$ cat src/sv/clutch_duty_map_and_fault_filter_defines.svh
// Assertion macros for the clutch duty map and fault filter.
// The including module must provide clk_i and rst_ni in scope.
`ifndef CLUTCH_DUTY_MAP_AND_FAULT_FILTER_DEFINES_SVH
`define CLUTCH_DUTY_MAP_AND_FAULT_FILTER_DEFINES_SVH

// Same-cycle implication, checked outside reset.
`define CDMFF_ASSERT_NOW(lbl, ante, cons, msg) \
  lbl: assert property (@(posedge clk_i) disable iff (!rst_ni) (ante) |-> (cons)) \
    else $error(msg);

// Next-cycle implication, checked outside reset.
`define CDMFF_ASSERT_NEXT(lbl, ante, cons, msg) \
  lbl: assert property (@(posedge clk_i) disable iff (!rst_ni) (ante) |=> (cons)) \
    else $error(msg);

`endif

$ cat src/sv/cdmff_pkg.sv
// Shared types and constants for the clutch duty map and fault filter.
// No dependencies; imported by every module of the block.
`default_nettype none

package cdmff_pkg;

  localparam int MaxFingers = 3;

  localparam logic [2:0] RegTempLow    = 3'd0;
  localparam logic [2:0] RegTempHigh   = 3'd1;
  localparam logic [2:0] RegTripCount  = 3'd2;
  localparam logic [2:0] RegBaseRpm    = 3'd3;
  localparam logic [2:0] RegRpmPerFing = 3'd4;

  localparam logic [2:0] SrcNone  = 3'd0;
  localparam logic [2:0] SrcMotor = 3'd4;

  localparam logic [13:0] PotLow  = 14'd2000;
  localparam logic [13:0] PotHigh = 14'd8000;
  localparam logic [15:0] DutyMax = 16'd37356;

  // Duty = (1024 * (126000 + 27 p) + 4687) / 9375, done as a reciprocal multiply.
  localparam logic [19:0] DutyOffset = 20'd126000;
  localparam logic [19:0] DutySlope  = 20'd27;
  localparam logic [29:0] DutyRound  = 30'd4687;
  localparam logic [29:0] DutyRecip  = 30'd938249923;
  localparam int          DutyShift  = 43;

  localparam logic [16:0] RpmLimit = 17'd65535;

  typedef struct packed {
    logic signed [11:0] low;
    logic signed [11:0] high;
    logic [7:0]         trip;
  } cdmff_temp_cfg_t;

  typedef struct packed {
    logic [2:0] temp_flags;
    logic       motor_flag;
    logic [2:0] source;
  } cdmff_fault_t;

endpackage

`default_nettype wire

$ cat src/sv/cdmff_duty_map.sv
// Maps one potentiometer reading to a clutch duty word.
// Depends on cdmff_pkg for the breakpoints and reciprocal constants.
`default_nettype none

module cdmff_duty_map
  import cdmff_pkg::*;
(
  input  logic [13:0] pot_i,
  output logic [15:0] duty_o
);

  logic [19:0] lin_x;
  logic [29:0] lin_a;
  logic [59:0] lin_prod;

  always_comb begin
    lin_x    = DutyOffset + 20'(pot_i) * DutySlope;
    lin_a    = {lin_x, 10'b0} + DutyRound;
    lin_prod = 60'(lin_a) * 60'(DutyRecip);
    if (pot_i <= PotLow) begin
      duty_o = '0;
    end else if (pot_i >= PotHigh) begin
      duty_o = DutyMax;
    end else begin
      duty_o = lin_prod[DutyShift+15:DutyShift];
    end
  end

endmodule

`default_nettype wire

$ cat src/sv/cdmff_fault_filter.sv
// Temperature window filter with run counters, sticky fault flags and source.
// Depends on cdmff_pkg for the config and fault status structs.
`default_nettype none

module cdmff_fault_filter
  import cdmff_pkg::*;
#(
  parameter int Lanes = 3
) (
  input  logic               clk_i,
  input  logic               rst_ni,
  input  logic               advance_i,
  input  logic               single_i,
  input  logic signed [11:0] temp_i [MaxFingers],
  input  logic               motor_i,
  input  cdmff_temp_cfg_t    cfg_i,
  output cdmff_fault_t       status_o
);

  cdmff_fault_t stat_q, stat_d;
  logic [7:0]   bad_q [Lanes];
  logic [7:0]   bad_d [Lanes];

  always_comb begin
    logic       blocked;
    logic       bad;
    logic       trip;
    logic [7:0] cnt;
    blocked = 1'b0;
    stat_d  = single_i ? '0 : stat_q;
    bad_d   = bad_q;
    for (int i = 0; i < Lanes; i++) begin
      bad  = (temp_i[i] < $signed(cfg_i.low)) || (temp_i[i] > $signed(cfg_i.high));
      trip = 1'b0;
      cnt  = bad_q[i];
      if (!blocked) begin
        if (single_i) begin
          trip = bad;
        end else if (bad) begin
          if (cnt < cfg_i.trip) begin
            cnt = cnt + 8'd1;
          end
          bad_d[i] = cnt;
          trip     = cnt >= cfg_i.trip;
        end else begin
          bad_d[i] = '0;
        end
        if (trip) begin
          stat_d.temp_flags[i] = 1'b1;
          stat_d.source        = 3'(i + 1);
          blocked              = 1'b1;
        end
      end
    end
    if (!blocked && motor_i) begin
      stat_d.motor_flag = 1'b1;
      stat_d.source     = SrcMotor;
    end
  end

  always_ff @(posedge clk_i or negedge rst_ni) begin
    if (!rst_ni) begin
      stat_q <= '0;
      for (int i = 0; i < Lanes; i++) begin
        bad_q[i] <= '0;
      end
    end else if (advance_i) begin
      stat_q <= stat_d;
      bad_q  <= bad_d;
    end
  end

  assign status_o = stat_d;

endmodule

`default_nettype wire

$ cat src/sv/cdmff_rpm_target.sv
// Motor speed target from the active finger count, with the changed flag.
// Depends on cdmff_pkg for the finger count and saturation limit.
`default_nettype none

module cdmff_rpm_target
  import cdmff_pkg::*;
(
  input  logic                  clk_i,
  input  logic                  rst_ni,
  input  logic                  advance_i,
  input  logic                  single_i,
  input  logic [MaxFingers-1:0] active_i,
  input  logic [14:0]           base_rpm_i,
  input  logic [13:0]           rpm_per_finger_i,
  output logic [15:0]           target_o,
  output logic                  changed_o
);

  logic [15:0] last_q;
  logic [1:0]  count;
  logic [15:0] add_rpm;
  logic [16:0] sum_rpm;
  logic [15:0] sat_rpm;

  always_comb begin
    count = '0;
    for (int i = 0; i < MaxFingers; i++) begin
      count = count + 2'(active_i[i]);
    end
    add_rpm = 16'(count) * 16'(rpm_per_finger_i);
    sum_rpm = 17'(base_rpm_i) + 17'(add_rpm);
    sat_rpm = (sum_rpm > RpmLimit) ? RpmLimit[15:0] : sum_rpm[15:0];
    target_o  = single_i ? '0 : sat_rpm;
    changed_o = !single_i && (sat_rpm != last_q);
  end

  always_ff @(posedge clk_i or negedge rst_ni) begin
    if (!rst_ni) begin
      last_q <= '0;
    end else if (advance_i && !single_i) begin
      last_q <= sat_rpm;
    end
  end

endmodule

`default_nettype wire

$ cat src/sv/clutch_duty_map_and_fault_filter.sv
// Clutch duty map and fault filter: top level with config registers and the
// input and result registers. Depends on cdmff_pkg and the three lane modules.
//
// Usage. One input word per control cycle carries the opcode, three pot
// readings, three clutch temperatures and the motor fault pin. The block
// returns one result word for each input word: three duties, the motor
// target with its changed flag, and the sticky fault flags and source.
// Both channels move a word at a clock edge where valid is high and stall is
// low. The input word lands in an input register; the duty map, the
// temperature filter and the target logic work from that register and load
// the result register. Throughput is one word per cycle while the receiver
// does not stall, set by the path through the duty multiplier between the
// two registers. When the receiver stalls, the result holds and the input
// register keeps one more word before the input side is stalled. Reset
// empties both registers, clears the run counters, the sticky flags and the
// last target, and loads the register defaults. Configuration writes take
// effect at once; the user must see that they are made only while idle, as
// the block itself does not enforce this.
`default_nettype none
`include "clutch_duty_map_and_fault_filter_defines.svh"

module clutch_duty_map_and_fault_filter
  import cdmff_pkg::*;
#(
  parameter int FINGERS = 3
) (
  input  logic               clk_i,
  input  logic               rst_ni,
  input  logic               cfg_we_i,
  input  logic [2:0]         cfg_index_i,
  input  logic [14:0]        cfg_wdata_i,
  input  logic               in_valid_i,
  output logic               in_stall_o,
  input  logic               opcode_i,
  input  logic [13:0]        pot_a_i,
  input  logic [13:0]        pot_b_i,
  input  logic [13:0]        pot_c_i,
  input  logic signed [11:0] temp_a_i,
  input  logic signed [11:0] temp_b_i,
  input  logic signed [11:0] temp_c_i,
  input  logic               motor_fault_i,
  output logic               out_valid_o,
  input  logic               out_stall_i,
  output logic [15:0]        duty_a_o,
  output logic [15:0]        duty_b_o,
  output logic [15:0]        duty_c_o,
  output logic [15:0]        target_rpm_o,
  output logic               rpm_changed_o,
  output logic [2:0]         temp_fault_flags_o,
  output logic               motor_fault_flag_o,
  output logic               any_fault_o,
  output logic [2:0]         fault_source_o
);

  localparam int NumFingers = (FINGERS < MaxFingers) ? FINGERS : MaxFingers;

  logic signed [11:0] temp_low_q, temp_high_q;
  logic [7:0]         trip_count_q;
  logic [14:0]        base_rpm_q;
  logic [13:0]        rpm_per_finger_q;

  logic               s1_valid_q;
  logic               s1_op_q;
  logic [13:0]        s1_pot_q [MaxFingers];
  logic signed [11:0] s1_temp_q [MaxFingers];
  logic               s1_motor_q;

  logic               out_valid_q;
  logic [15:0]        duty_q [MaxFingers];
  logic [15:0]        target_q;
  logic               changed_q;
  cdmff_fault_t       status_q;

  logic                  out_ready;
  logic                  advance;
  logic [15:0]           duty_w [MaxFingers];
  logic [MaxFingers-1:0] active_w;
  logic [15:0]           target_w;
  logic                  changed_w;
  cdmff_fault_t          status_w;
  cdmff_temp_cfg_t       temp_cfg;

  assign out_ready  = !out_valid_q || !out_stall_i;
  assign advance    = s1_valid_q && out_ready;
  assign in_stall_o = s1_valid_q && !out_ready;

  always_ff @(posedge clk_i or negedge rst_ni) begin
    if (!rst_ni) begin
      temp_low_q       <= 12'sd0;
      temp_high_q      <= 12'sd800;
      trip_count_q     <= 8'd10;
      base_rpm_q       <= 15'd1000;
      rpm_per_finger_q <= 14'd500;
    end else if (cfg_we_i) begin
      case (cfg_index_i)
        RegTempLow:    temp_low_q       <= $signed(cfg_wdata_i[11:0]);
        RegTempHigh:   temp_high_q      <= $signed(cfg_wdata_i[11:0]);
        RegTripCount:  trip_count_q     <= cfg_wdata_i[7:0];
        RegBaseRpm:    base_rpm_q       <= cfg_wdata_i;
        RegRpmPerFing: rpm_per_finger_q <= cfg_wdata_i[13:0];
        default: ;
      endcase
    end
  end

  always_ff @(posedge clk_i or negedge rst_ni) begin
    if (!rst_ni) begin
      s1_valid_q <= 1'b0;
    end else if (!in_stall_o) begin
      s1_valid_q <= in_valid_i;
    end
  end

  always_ff @(posedge clk_i) begin
    if (in_valid_i && !in_stall_o) begin
      s1_op_q      <= opcode_i;
      s1_pot_q[0]  <= pot_a_i;
      s1_pot_q[1]  <= pot_b_i;
      s1_pot_q[2]  <= pot_c_i;
      s1_temp_q[0] <= temp_a_i;
      s1_temp_q[1] <= temp_b_i;
      s1_temp_q[2] <= temp_c_i;
      s1_motor_q   <= motor_fault_i;
    end
  end

  // An enabled finger's duty is nonzero exactly when its pot reading is above PotLow.
  for (genvar g = 0; g < MaxFingers; g++) begin : g_lane
    if (g < NumFingers) begin : g_on
      cdmff_duty_map u_duty_map (
        .pot_i  (s1_pot_q[g]),
        .duty_o (duty_w[g])
      );
      assign active_w[g] = (s1_pot_q[g] > PotLow);
    end else begin : g_off
      assign duty_w[g]   = '0;
      assign active_w[g] = 1'b0;
    end
  end

  assign temp_cfg = '{low: temp_low_q, high: temp_high_q, trip: trip_count_q};

  cdmff_fault_filter #(
    .Lanes (NumFingers)
  ) u_fault_filter (
    .clk_i     (clk_i),
    .rst_ni    (rst_ni),
    .advance_i (advance),
    .single_i  (s1_op_q),
    .temp_i    (s1_temp_q),
    .motor_i   (s1_motor_q),
    .cfg_i     (temp_cfg),
    .status_o  (status_w)
  );

  cdmff_rpm_target u_rpm_target (
    .clk_i            (clk_i),
    .rst_ni           (rst_ni),
    .advance_i        (advance),
    .single_i         (s1_op_q),
    .active_i         (active_w),
    .base_rpm_i       (base_rpm_q),
    .rpm_per_finger_i (rpm_per_finger_q),
    .target_o         (target_w),
    .changed_o        (changed_w)
  );

  always_ff @(posedge clk_i or negedge rst_ni) begin
    if (!rst_ni) begin
      out_valid_q <= 1'b0;
    end else if (out_ready) begin
      out_valid_q <= s1_valid_q;
    end
  end

  always_ff @(posedge clk_i) begin
    if (advance) begin
      duty_q    <= duty_w;
      target_q  <= target_w;
      changed_q <= changed_w;
      status_q  <= status_w;
    end
  end

  assign out_valid_o        = out_valid_q;
  assign duty_a_o           = duty_q[0];
  assign duty_b_o           = duty_q[1];
  assign duty_c_o           = duty_q[2];
  assign target_rpm_o       = target_q;
  assign rpm_changed_o      = changed_q;
  assign temp_fault_flags_o = status_q.temp_flags;
  assign motor_fault_flag_o = status_q.motor_flag;
  assign any_fault_o        = (status_q.temp_flags != '0) || status_q.motor_flag;
  assign fault_source_o     = status_q.source;

  `CDMFF_ASSERT_NOW(a_source_matches_flags, out_valid_o,
    (fault_source_o == SrcNone) == !any_fault_o, "fault source disagrees with flags")
  `CDMFF_ASSERT_NOW(a_motor_source_flag, out_valid_o && (fault_source_o == SrcMotor),
    motor_fault_flag_o, "motor source without motor flag")
  `CDMFF_ASSERT_NEXT(a_held_word_kept, s1_valid_q && !out_ready,
    s1_valid_q, "input register dropped a held word")

endmodule

`default_nettype wire

$ cat config.mk
export PLATFORM = sky130hd
export DESIGN_NAME = clutch_duty_map_and_fault_filter
export DESIGN_NICKNAME = d
export VERILOG_FILES = /design/src/sv/cdmff_pkg.sv /design/src/sv/cdmff_duty_map.sv /design/src/sv/cdmff_fault_filter.sv /design/src/sv/cdmff_rpm_target.sv /design/src/sv/clutch_duty_map_and_fault_filter.sv
export VERILOG_INCLUDE_DIRS = /design/src /design/src/sv
export SDC_FILE = /design/constraint.sdc
export NUM_CORES = 2
export LEC_CHECK = 0
export ABC_CLOCK_PERIOD_IN_PS = 11600
export BUFFER_PORTS_ARGS = -buffer_cell sky130_fd_sc_hd__buf_2
export CAP_MARGIN = 20
export CORE_MARGIN = 5
export CORE_UTILIZATION = 60
export CTS_CLUSTER_SIZE = 20
export DETAILED_ROUTE_END_ITERATION = 10
export PLACE_DENSITY = 0.91
export SYNTH_ARGS = -nofsm -noshare
export SYNTH_HDL_FRONTEND = slang
export SYNTH_SLANG_ARGS = --single-unit
$ cat constraint.sdc
create_clock -name clk_i -period 11.6 [get_ports clk_i]
set_input_delay 0.58 -clock clk_i [delete_from_list [all_inputs] [get_ports clk_i]]
set_output_delay 0.58 -clock clk_i [all_outputs]
set_load 0.02 [all_outputs]
==> impl_results.md <==
- Fin. Hold Viols: 0
- Post-synth EDFFs: 152
- Synth Area in Compound Gates: 10.5%
- Final net count: 7,611
- Worst path required time: 11.91 ns
- Vias: 40,091
- Register area: 7340 um^2
- Largest family of logic cells by synthesized area: adder cells
- Clock root buffer master: clkbuf_16
- Max-cap violations: 0
- Core box area: 89,700 um^2
- H-Tree Level Count: 2
- DP Wirelength: 126,000 um
- Area growth syn-to-layout: 7.35%
- Fill count: 6,864
- IO Count: 178
- Die span in x: 310 um
- Initial antenna violation count: 11
- Largest net degree at the start of global routing: 78
- Setup Crit Path Kind: reg2reg
- Vias in the first global route: 42,770
- Crit path capture type: register
- Actual slew at the worst max-slew pin: 1.06 ns
- Area share of xor/xnor cells in the synthesized design: 4.44%
- Max Slew Vio Count: 0
- First-pass GRT wire length: 233,000 um
- Finished Core Util: 64.8%
- Async set or reset register ratio after synthesis: 42.0%
- Yosys cell types: 112
- CP max stage delay: 0.66 ns
- Worst path slowest cell: or4_1
- CTS Buf Count: 34
- Die H: 310 um
- Final setup TNS: 0 ns
- Routed wire length per instance: 21.2 um
- Post-Synthesis Cells: 5,492
- Total congestion overflow: 0
- Yosys reg bits: 262
- Fin crit period: 11.15 ns
- Synth Flop Type: edfxtp_1
- CP Max Fanout: 9
- Rows: 110
- Initial Utilization: 60.3%
- Clock transition at the registers of the reported paths: 0.06 ns
- Status: finished clean
- Simple-Gate Fraction of Synth Area: 7.59%
- Setup crit start kind: register
- RSZ-0062 raised after global routing: true
- Routed WL: 147,000 um
- F_max: 89.7 MHz
- Finish-stage setup viols: 0
- DRT iter0 DRCs: 3,229
- Area of the multi-input gates: 41,400 um^2
- Routed Antenna Nets: 0
- Die area: 96,300 um^2
- Yosys Warn Count: 0
- Hold crit path type: in2async
- Adder-cell share of the synthesized area: 52.7%
- Worst EP arrival: 11.46 ns
- DRC viols: 0
- GP Congestion: 1.02
- Syn Std Cell Area: 54,100 um^2
- Port buffer count: 177
- Mux share of post-synthesis cell area: 1.01%
- Clk buf depth: 3
- Fin crit share: 96.1%
- Worst-skew pair later-pin latency: 0.62 ns
- Clock sinks: 262
- CTS tree: yes
- Synth Area per Inst: 9.86 um^2
- Headroom to the max-slew limit: 29.2%
- GRT Util Overall: 31.0%
- DR pass1 iterations: 6
- Worst Skew: 0.0642 ns
- Share of cells above drive strength 1: 8.15%
- Post-Syn Nets: 7,400
- Register area share after synthesis: 13.6%
- Via/cell ratio: 5.80
-- placed cells by master (no fill, tap or decap), drive strengths merged, types with 10 or more instances in the layout --
cell,count
o21a,34
o31ai,21
and3,33
o21bai,32
o21ai,186
ha,1010
nor2b,33
nor2,181
nor3b,11
nand2b,63
xnor2,181
a21boi,22
clkinv,10
dfrtp,93
or2,18
fa,795
a41oi,10
a31oi,27
nor4,20
inv,1377
a31o,14
xor2,84
a211oi,30
buf,250
a21oi,219
o211ai,17
dfstp,17
edfxtp,152
clkbuf,41
nand4,48
nand3,71
nand2,201
and2,23
nor3,58
or3,11
a21o,131
mux2,42
-- per-layer routing --
metal / track usage, % / routed length (um) / part of all wire [%] / vias to the layer above
li1: - / - / - / 18280
met1: 40.4 / 58200 / 40 / 19679
met2: 51.3 / 68900 / 47 / 1746
met3: 6.28 / 12800 / 8.7 / 386
met4: 12.3 / 6910 / 4.7 / 0
met5: 0 / 0 / 0 / -
-- path summary, 6_finish.rpt --
| path | start | endpoint | slack [ns] | depth (start not counted) |
|---|---|---|---|---|
| max | s1_pot_q[0][29] | duty_c_o[15] | 0.45 | 40 |
| min | rst_ni | u_fault_filter.bad_q[12] | 0.02 | 1 |
| max reg2reg | s1_pot_q[0][29] | duty_c_o[15] | 0.45 | 40 |
| min reg2reg | s1_valid_q | out_valid_o | 0.49 | 1 |
| max in group asynchronous | rst_ni | temp_high_q[1] | 10.33 | 2 |
| min in group clk_i | pot_a_i[5] | s1_pot_q[0][5] | 0.15 | 1 |
-- flip-flops by register name, summed over array words and instances, names as in the netlist --
name / cells
s1_pot_q: 42
s1_temp_q: 36
u_fault_filter.bad_q: 24
duty_a_o: 16
duty_b_o: 16
duty_c_o: 16
target_rpm_o: 16
u_rpm_target.last_q: 16
base_rpm_q: 15
rpm_per_finger_q: 14
temp_high_q: 12
temp_low_q: 12
trip_count_q: 8
u_fault_filter.stat_q: 7
fault_source_o: 3
temp_fault_flags_o: 3
motor_fault_flag_o: 1
out_valid_o: 1
rpm_changed_o: 1
s1_motor_q: 1
s1_op_q: 1
s1_valid_q: 1
-- cell usage after synthesis (15+ instances only) --
| cell type | instances | share of area [%] |
|---|---|---|
| and2_1 | 21 | 0.24 |
| a211oi_1 | 28 | 0.39 |
| a21oi_1 | 217 | 2.0 |
| edfxtp_1 | 152 | 8.4 |
| mux2_2 | 42 | 0.87 |
| ha_1 | 1010 | 23 |
| inv_1 | 1375 | 9.5 |
| dfrtp_1 | 93 | 4.3 |
| fa_1 | 795 | 29 |
| clkbuf_1 | 59 | 0.41 |
| and3_1 | 33 | 0.38 |
| o211ai_1 | 15 | 0.21 |
| nor4_1 | 17 | 0.20 |
| nand2_1 | 200 | 1.4 |
| dfstp_2 | 17 | 0.83 |
| a31oi_1 | 25 | 0.29 |
| a21boi_0 | 22 | 0.31 |
| nor3_1 | 58 | 0.54 |
| nor2_1 | 180 | 1.2 |
| o21a_1 | 34 | 0.47 |
| nand2b_1 | 63 | 0.73 |
| nand4_1 | 45 | 0.52 |
| xnor2_1 | 173 | 2.8 |
| nor2b_1 | 32 | 0.37 |
| o21ai_0 | 176 | 1.6 |
| o31ai_1 | 21 | 0.29 |
| o21bai_1 | 32 | 0.44 |
| a21o_1 | 130 | 1.8 |
| xor2_1 | 81 | 1.3 |
| nand3_1 | 70 | 0.65 |
-- metrics by stage --
step / cells / setup WS [ns] / cell area, um^2 / hold WS (ns)
after floorplan: 5492 / 0.594 / 54100 / 0.284
after global placement: 6830 / 0.461 / 56700 / 0.470
after detailed placement: 6831 / 0.251 / 56700 / 0.482
after CTS: 6893 / 0.226 / 57900 / 0.00208
after global routing: 6905 / -0.182 / 58100 / 0.0559
final: 6913 / 0.449 / 58100 / 0.0245
-- what timing repair did --
item	CTS	global route
hold buffers	0	0
resized for setup	0	14
hold endpoints to repair	0	0
endpoints found under the setup margin	0	31
buffers inserted	0	11
-- worst max-delay path: cells and delay by family, from the launching register on --
family          cells  cell delay (ns)
xor+xnor            4             1.10
buf+inv             7             0.70
compound gates     11             2.26
fa+ha+maj          13             5.09
simple gates        5             1.31
flops               1             0.42
-- cell type report --
class | count | share of cell area (%)
multi-input combinational | 3778 | 71.3
sequential | 262 | 12.6
inverter | 1377 | 8.90
tap | 1176 | 2.53
timing repair buffer | 250 | 2.50
clock buffer | 41 | 1.65
clock inverter | 21 | 0.452
antenna | 8 | 0.0344
-- kinds of logic after synthesis --
family | Yosys count
buffers and inverters | 1452
adders and majority gates | 1805
AOI/OAI and AO/OA | 855
muxes | 48
xor gates and xnor gates | 265
and+or+nand+nor | 805
DFF | 262
Power is not shown: default switching activity piles up to over one toggle a cycle in this logic, so the estimate is an artifact.
